===== config.mk =====
export PLATFORM = sky130hd
export DESIGN_NAME = selective_repeat_receiver_core
export DESIGN_NICKNAME = d
export VERILOG_FILES = /design/src/rtl/srr_pkg.sv /design/src/rtl/selective_repeat_receiver_core.sv
export SDC_FILE = /design/constraint.sdc
export NUM_CORES = 2
export LEC_CHECK = 0
export ABC_AREA = 1
export BUFFER_PORTS_ARGS = -buffer_cell sky130_fd_sc_hd__buf_2
export CAP_MARGIN = 20
export CORE_MARGIN = 2
export CORE_UTILIZATION = 39
export DETAILED_ROUTE_END_ITERATION = 8
export SLEW_MARGIN = 15
export SYNTH_ARGS = -nofsm -noshare
export SYNTH_HDL_FRONTEND = slang
export SYNTH_SLANG_ARGS = --single-unit

===== constraint.sdc =====
create_clock -name clock -period 15.85 [get_ports clock]
set_clock_uncertainty 0.15 [all_clocks]
set_input_delay 3.17 -clock clock [delete_from_list [all_inputs] [get_ports clock]]
set_output_delay 3.17 -clock clock [all_outputs]
set_load 0.1 [all_outputs]

===== src/rtl/srr_pkg.sv =====
package srr_pkg;

   localparam int SeqBits  = 8;
   localparam int LenBits  = 10;
   localparam int TsBits   = 32;
   localparam int TagBits  = 6;
   localparam int WinBits  = 5;
   localparam int SlotBits = 5;
   localparam int EndAcks  = 5;

   typedef enum logic [1:0] {
      KIND_DELIVER = 2'd0,
      KIND_ACK     = 2'd1,
      KIND_NACK    = 2'd2
   } kind_type;

   typedef struct packed {
      logic               decode_ok;
      logic               is_data;
      logic               truncated;
      logic [SeqBits-1:0] rx_seqnum;
      logic [LenBits-1:0] rx_length;
      logic [TsBits-1:0]  rx_timestamp;
      logic [TagBits-1:0] buffer_tag;
   } req_type;

   typedef struct packed {
      kind_type           out_kind;
      logic [SeqBits-1:0] out_seqnum;
      logic [WinBits-1:0] out_window;
      logic [TsBits-1:0]  out_timestamp;
      logic [TagBits-1:0] out_buffer_tag;
      logic [LenBits-1:0] out_length;
      logic               last;
      logic               transfer_done;
   } rsp_type;

   typedef struct packed {
      logic [TsBits-1:0]  timestamp;
      logic [LenBits-1:0] length;
      logic [TagBits-1:0] tag;
   } slot_type;

endpackage


===== src/rtl/selective_repeat_receiver_core.sv =====
// Channel   Direction  Handshake            Payload
// req_      in         req_valid/req_stall  srr_pkg::req_type, one decoded packet
// rsp_      out        rsp_valid/rsp_stall  srr_pkg::rsp_type, delivery, ACK or NACK
//
// An accepted packet is registered and then classified in the decide state; a
// packet with one result is answered from there when the output is free. An
// in-order packet releases one stored successor per cycle, while rsp_ is not
// stalled, from the slot memory (one read port, registered read), then one ACK.
// End of transfer sends five ACKs. Stalls on rsp_ hold the sequencer; req_stall
// is high whenever a packet is being worked on.
// Reset is synchronous; no store entry is valid after it.
module selective_repeat_receiver_core #(
   parameter int WINDOW      = 31,
   parameter int MAX_PAYLOAD = 512
) (
   input  logic             clock,
   input  logic             reset,
   input  logic             req_valid,
   output logic             req_stall,
   input  srr_pkg::req_type req_data,
   output logic             rsp_valid,
   input  logic             rsp_stall,
   output srr_pkg::rsp_type rsp_data
);
   import srr_pkg::*;

   localparam logic [WinBits-1:0] WinMax = WinBits'(WINDOW);
   localparam logic [SeqBits-1:0] WinSeq = SeqBits'(WINDOW);
   localparam logic [LenBits-1:0] MaxLen = LenBits'(MAX_PAYLOAD);
   localparam int Slots = 2 ** SlotBits;

   typedef enum logic [2:0] {
      S_IDLE,
      S_DECIDE,
      S_FETCH,
      S_ACK,
      S_END
   } state_type;

   state_type            state_ff, state_in;
   logic [SeqBits-1:0]   expected_ff, expected_in;
   logic [WinBits-1:0]   count_ff, count_in;
   logic [Slots-1:0]     valid_ff, valid_in;
   logic                 finished_ff, finished_in;
   logic [SlotBits:0]    rd_count_ff, rd_count_in;
   logic [2:0]           rep_count_ff, rep_count_in;
   logic                 rsp_valid_ff, rsp_valid_in;
   rsp_type              rsp_data_ff, rsp_data_in;
   req_type              item_ff, item_in;
   logic [TsBits-1:0]    ack_ts_ff, ack_ts_in;

   slot_type             slot_mem [Slots];
   slot_type             rd_data_ff;
   slot_type             wr_data;
   logic                 mem_we, mem_re;
   logic [SlotBits-1:0]  mem_waddr, mem_raddr;

   logic                 out_free;
   logic                 bad, is_end, in_order, in_win;
   logic [SeqBits-1:0]   diff, expected_inc;
   logic [SlotBits-1:0]  next_slot, seq_slot;
   logic [WinBits-1:0]   window_cur;

   function automatic rsp_type make_rsp(kind_type kind, logic [SeqBits-1:0] seq,
                                        logic [WinBits-1:0] win, logic [TsBits-1:0] ts,
                                        logic [TagBits-1:0] tag, logic [LenBits-1:0] len,
                                        logic last, logic done);
      rsp_type r;
      r.out_kind       = kind;
      r.out_seqnum     = seq;
      r.out_window     = win;
      r.out_timestamp  = ts;
      r.out_buffer_tag = tag;
      r.out_length     = len;
      r.last           = last;
      r.transfer_done  = done;
      return r;
   endfunction

   assign req_stall = (state_ff != S_IDLE);
   assign rsp_valid = rsp_valid_ff;
   assign rsp_data  = rsp_data_ff;

   assign out_free     = !rsp_valid_ff || !rsp_stall;
   assign expected_inc = expected_ff + SeqBits'(1);
   assign next_slot    = expected_inc[SlotBits-1:0];
   assign seq_slot     = item_ff.rx_seqnum[SlotBits-1:0];
   assign diff         = item_ff.rx_seqnum - expected_ff;
   assign window_cur   = WinMax - count_ff;

   assign bad      = !item_ff.decode_ok || (item_ff.rx_length > MaxLen);
   assign in_order = (item_ff.rx_seqnum == expected_ff);
   assign is_end   = item_ff.is_data && (item_ff.rx_length == '0) && !item_ff.truncated
                     && in_order;
   assign in_win   = (diff < WinSeq);

   assign wr_data.timestamp = item_ff.rx_timestamp;
   assign wr_data.length    = item_ff.rx_length;
   assign wr_data.tag       = item_ff.buffer_tag;

   always_comb begin
      state_in     = state_ff;
      expected_in  = expected_ff;
      count_in     = count_ff;
      valid_in     = valid_ff;
      finished_in  = finished_ff;
      rd_count_in  = rd_count_ff;
      rep_count_in = rep_count_ff;
      rsp_valid_in = rsp_valid_ff && rsp_stall;
      rsp_data_in  = rsp_data_ff;
      item_in      = item_ff;
      ack_ts_in    = ack_ts_ff;
      mem_we       = 1'b0;
      mem_re       = 1'b0;
      mem_waddr    = seq_slot;
      mem_raddr    = next_slot;

      unique case (state_ff)
         S_IDLE: begin
            if (req_valid) begin
               item_in  = req_data;
               state_in = S_DECIDE;
            end
         end
         S_DECIDE: begin
            if (finished_ff) begin
               state_in = S_IDLE;
            end else if (out_free) begin
               state_in = S_IDLE;
               priority if (bad) begin
                  rsp_valid_in = 1'b1;
                  rsp_data_in  = make_rsp(KIND_NACK, expected_ff, window_cur,
                                          item_ff.rx_timestamp, '0, '0, 1'b1, 1'b0);
               end else if (is_end) begin
                  expected_in  = expected_inc;
                  finished_in  = 1'b1;
                  rep_count_in = '0;
                  state_in     = S_END;
               end else if (item_ff.truncated) begin
                  rsp_valid_in = 1'b1;
                  rsp_data_in  = make_rsp(KIND_NACK, item_ff.rx_seqnum, window_cur,
                                          item_ff.rx_timestamp, '0, '0, 1'b1, 1'b0);
               end else if (in_order) begin
                  rsp_valid_in = 1'b1;
                  rsp_data_in  = make_rsp(KIND_DELIVER, item_ff.rx_seqnum, '0,
                                          item_ff.rx_timestamp, item_ff.buffer_tag,
                                          item_ff.rx_length, 1'b0, 1'b0);
                  expected_in  = expected_inc;
                  ack_ts_in    = item_ff.rx_timestamp;
                  rd_count_in  = '0;
                  if (valid_ff[next_slot]) begin
                     mem_re              = 1'b1;
                     valid_in[next_slot] = 1'b0;
                     count_in            = (count_ff != '0) ? count_ff - WinBits'(1) : count_ff;
                     rd_count_in         = (SlotBits+1)'(1);
                     state_in            = S_FETCH;
                  end else begin
                     state_in = S_ACK;
                  end
               end else if (in_win) begin
                  // A repeat of a packet already held produces nothing.
                  if (!valid_ff[seq_slot]) begin
                     mem_we             = 1'b1;
                     valid_in[seq_slot] = 1'b1;
                     count_in           = count_ff + WinBits'(1);
                     rsp_valid_in       = 1'b1;
                     rsp_data_in        = make_rsp(KIND_ACK, expected_ff,
                                                   WinMax - (count_ff + WinBits'(1)),
                                                   item_ff.rx_timestamp, '0, '0, 1'b1, 1'b0);
                  end
               end else begin
                  rsp_valid_in = 1'b1;
                  rsp_data_in  = make_rsp(KIND_ACK, expected_ff, window_cur,
                                          item_ff.rx_timestamp, '0, '0, 1'b1, 1'b0);
               end
            end
         end
         S_FETCH: begin
            // The read data register holds until the next read is issued, so a
            // stall here simply waits.
            if (out_free) begin
               rsp_valid_in = 1'b1;
               rsp_data_in  = make_rsp(KIND_DELIVER, expected_ff, '0, rd_data_ff.timestamp,
                                       rd_data_ff.tag, rd_data_ff.length, 1'b0, 1'b0);
               ack_ts_in    = rd_data_ff.timestamp;
               expected_in  = expected_inc;
               if (!rd_count_ff[SlotBits] && valid_ff[next_slot]) begin
                  mem_re              = 1'b1;
                  valid_in[next_slot] = 1'b0;
                  count_in            = (count_ff != '0) ? count_ff - WinBits'(1) : count_ff;
                  rd_count_in         = rd_count_ff + (SlotBits+1)'(1);
               end else begin
                  state_in = S_ACK;
               end
            end
         end
         S_ACK: begin
            if (out_free) begin
               rsp_valid_in = 1'b1;
               rsp_data_in  = make_rsp(KIND_ACK, expected_ff, window_cur, ack_ts_ff,
                                       '0, '0, 1'b1, 1'b0);
               state_in     = S_IDLE;
            end
         end
         S_END: begin
            if (out_free) begin
               rsp_valid_in = 1'b1;
               rsp_data_in  = make_rsp(KIND_ACK, expected_ff, window_cur,
                                       item_ff.rx_timestamp, '0, '0,
                                       rep_count_ff == 3'(EndAcks - 1), 1'b1);
               rep_count_in = rep_count_ff + 3'd1;
               if (rep_count_ff == 3'(EndAcks - 1)) begin
                  state_in = S_IDLE;
               end
            end
         end
         default: begin
            state_in = S_IDLE;
         end
      endcase
   end

   always_ff @(posedge clock) begin
      if (reset) begin
         state_ff     <= S_IDLE;
         expected_ff  <= '0;
         count_ff     <= '0;
         valid_ff     <= '0;
         finished_ff  <= 1'b0;
         rd_count_ff  <= '0;
         rep_count_ff <= '0;
         rsp_valid_ff <= 1'b0;
      end else begin
         state_ff     <= state_in;
         expected_ff  <= expected_in;
         count_ff     <= count_in;
         valid_ff     <= valid_in;
         finished_ff  <= finished_in;
         rd_count_ff  <= rd_count_in;
         rep_count_ff <= rep_count_in;
         rsp_valid_ff <= rsp_valid_in;
      end
      rsp_data_ff <= rsp_data_in;
      item_ff     <= item_in;
      ack_ts_ff   <= ack_ts_in;
   end

   always_ff @(posedge clock) begin
      if (mem_we) begin
         slot_mem[mem_waddr] <= wr_data;
      end
   end

   always_ff @(posedge clock) begin
      if (mem_re) begin
         rd_data_ff <= slot_mem[mem_raddr];
      end
   end

   // The store never holds more than the window allows.
   assert property (@(posedge clock) disable iff (reset)
      count_ff < WinMax)
      else $error("stored count reached the window size");

   // The stored count tracks the valid bits exactly.
   assert property (@(posedge clock) disable iff (reset)
      $countones(valid_ff) == int'(count_ff))
      else $error("stored count and valid bits disagree");

   // End-of-transfer acknowledgements only come after the transfer is closed.
   assert property (@(posedge clock) disable iff (reset)
      rsp_valid_ff && rsp_data_ff.transfer_done |-> finished_ff)
      else $error("transfer_done shown before the transfer finished");

endmodule

==> impl_metrics.ini <==
[run_status]
status = finished clean

[timing]
fin_setup_tns_ns = 0
hold_viol = 0
maxSlewViolCount = 0
timing.slew.headroom_pct = 25.3
fin_crit_ns = 6.19
final-setup-viol-count = 0
timing.fmax_ghz = 0.162
rsz0062_at_grt = no
min_period_over_period_pct = 39.0
tightest_slew_ns = 1.09

[grt]
grt_util_all_layers_pct = 20.9
grt_max_degree = 187
grt.overflow.total = 0
grt_pass1_vias = 43800
antenna_found_initial = 5
grt_pass1_wl_um = 292000

[setup_path]
end_kind = register
worstReg2RegStart = expected_ff[0]
cp-start-kind = primary input
cp_data_required_time_ns = 16.13
worstSetupStartpoint = rsp_stall
worst-setup-path-type = primary input to register
worstPathArrival_ns = 6.47
reg2reg_depth = 9
cp_max_fo = 32

[routing]
first_pass_iters = 6
dr.first_iter.drc_count = 5885
routed_wl_um = 200000
ant_nets = 0
drc_errors = 0
wl_per_cell_um = 23.9
viasPerCell = 5.58
via_count = 46800

[cells_and_area]
layout.nets = 5850
seq_area_um2 = 53400
multi_input_area_um2 = 16500
drive_gt1_share_pct = 9.86
nFillCells = 16300
syn2layout_area_growth_pct = 13.1

[cts]
numCtsBuffers = 183
clock-root-buffer = clkbuf_16
clkSinkCount = 1799
cts.path.max_buffers = 3
post_cts_buffers = 0
cts_tree = yes
clock_latency_ns = 0.82
ctsResizeCount = 0
htreeDepth = 4
path_clk_slew_ns = 0.06
holdBufCountCts = 0

[power]
irDropWorstVdd_uv = 125
power_leakage_uw = 0.0268
total_power_uw = 11200
cellPowerDensity_nw_per_um2 = 138

[synthesis]
yosys.area.top_type = edfxtp_1
synthCells = 5692
yosys_warnings = 0
syn_area_um2 = 71700
synth_edf_count = 1740
yosysTopAreaCellShare_pct = 72.9
ys_async_sr_fraction_pct = 0
synth_flop_cell = edfxtp_1
synth_nets = 5772
yosysMostFrequentCell = edfxtp_1
synth_commonest_cells = edfxtp_1 (1740), nor2_1 (1044), o21ai_0 (858), nand2_1 (515), o22ai_1 (279)
avgSynthCellArea_um2 = 12.6
synthDistinctLibCells = 45
synth-seq-cells = 1799
synth_area_leaders = edfxtp_1 (73%), o21ai_0 (6.0%), nor2_1 (5.5%), nand2_1 (2.7%), o22ai_1 (2.4%)
ys_seq_area_share_pct = 74.5

[floorplanning]
dieHeight_um = 433
num_rows = 157
die_area_um2 = 187000
core-area_um2 = 183000
io_pins = 130
die_w_um = 433
start_util_pct = 39.2

[flow_run]
drv_cap = 0

[placed_design]
gp_congestion = 0.836
port_buffers = 129
dp_hpwl_um = 104000

[worst_hold_path]
hp-start = valid_ff[12]
holdPathStages = 2
hold_class = register to register
[cell families after synthesis]
| logic type | Yosys count | share of synthesized area (%) |
|---|---|---|
| xor gates and xnor gates | 9 | 0.110 |
| buffers and inverters | 516 | 2.87 |
| DFF | 1799 | 74.5 |
| adders and majority gates | 17 | 0.307 |
| and+or+nand+nor | 1838 | 10.4 |
| AOI/OAI and AO/OA | 1513 | 11.8 |
[flip-flops by register name (all words and copies together) (netlist names)]
name,flops
rd_data_ff,48
slot_mem,1536
ack_ts_ff,32
expected_ff,8
count_ff,5
item_ff,59
valid_ff,32
finished_ff,1
state_ff,3
rd_count_ff,6
rsp_valid,1
rsp_data,65
rep_count_ff,3
[cell type report]
cell class	count	area share (%)
diodes	3	0.00926
clock buffers	224	5.92
clock inverters	111	1.08
inverters	148	0.704
multi-input cells	3377	20.4
flip-flops and latches	1799	65.9
well taps	2464	3.80
repair buffers	261	2.22
[layer usage]
metal  wire, um  global-route usage, %  up-vias
met2      95200                   33.8     1988
met3      14900                   3.42      316
met4       5800                   6.69        0
li1           -                      -    21100
met5          0                      0        -
met1      84300                   28.7    23400
[stage by stage]
stage | instance area [um2] | setup WS (ns) | instances | hold slack (ns) | utilization [%]
finish | 81100 | 9.66 | 8387 | 0.335 | 44.3
global placement | 75200 | 8.95 | 8037 | 0.321 | 41.1
detailed placement | 75200 | 8.84 | 8038 | 0.324 | 41.1
global route | 81100 | 9.56 | 8385 | 0.354 | 44.3
floorplan | 71700 | 7.06 | 5692 | 0.302 | -
CTS | 80900 | 9.15 | 8373 | 0.333 | 44.2
[cell usage in the layout (no fill, tap or decap), types with 16 or more instances in the layout]
| cell type | count |
|---|---|
| a21oi_1 | 176 |
| a22oi_1 | 122 |
| a32o_1 | 16 |
| buf_2 | 129 |
| buf_4 | 117 |
| clkbuf_1 | 38 |
| clkbuf_16 | 186 |
| clkinv_1 | 51 |
| clkinv_2 | 36 |
| dfxtp_1 | 58 |
| edfxtp_1 | 1740 |
| inv_1 | 127 |
| inv_2 | 17 |
| nand2_1 | 515 |
| nand3_1 | 137 |
| nand4_1 | 89 |
| nor2_1 | 1014 |
| nor2_4 | 33 |
| o211ai_1 | 29 |
| o21ai_0 | 858 |
| o22ai_1 | 279 |
[critical path, stage by stage]
cell and delay (ns):
buf_2 0.11, nand2_1 0.19, inv_1 0.18, nor3_1 0.37, nand3_4 0.73, nor2_4 0.89, buf_4 0.68
[final timing paths]
kind	end	slack [ns]
max	slot_mem[25][35]	9.66
min	valid_ff[12]	0.34
max reg2reg	slot_mem[25][35]	9.98
min reg2reg	valid_ff[12]	0.34
[power by group]
group | switching, uW | internal [uW]
Sequential | 80.2 | 5430
Clock | 1810 | 2330
Combinational | 1220 | 313
Total | 3100 | 8080
Note: power is estimated with default switching activity, not from simulation.
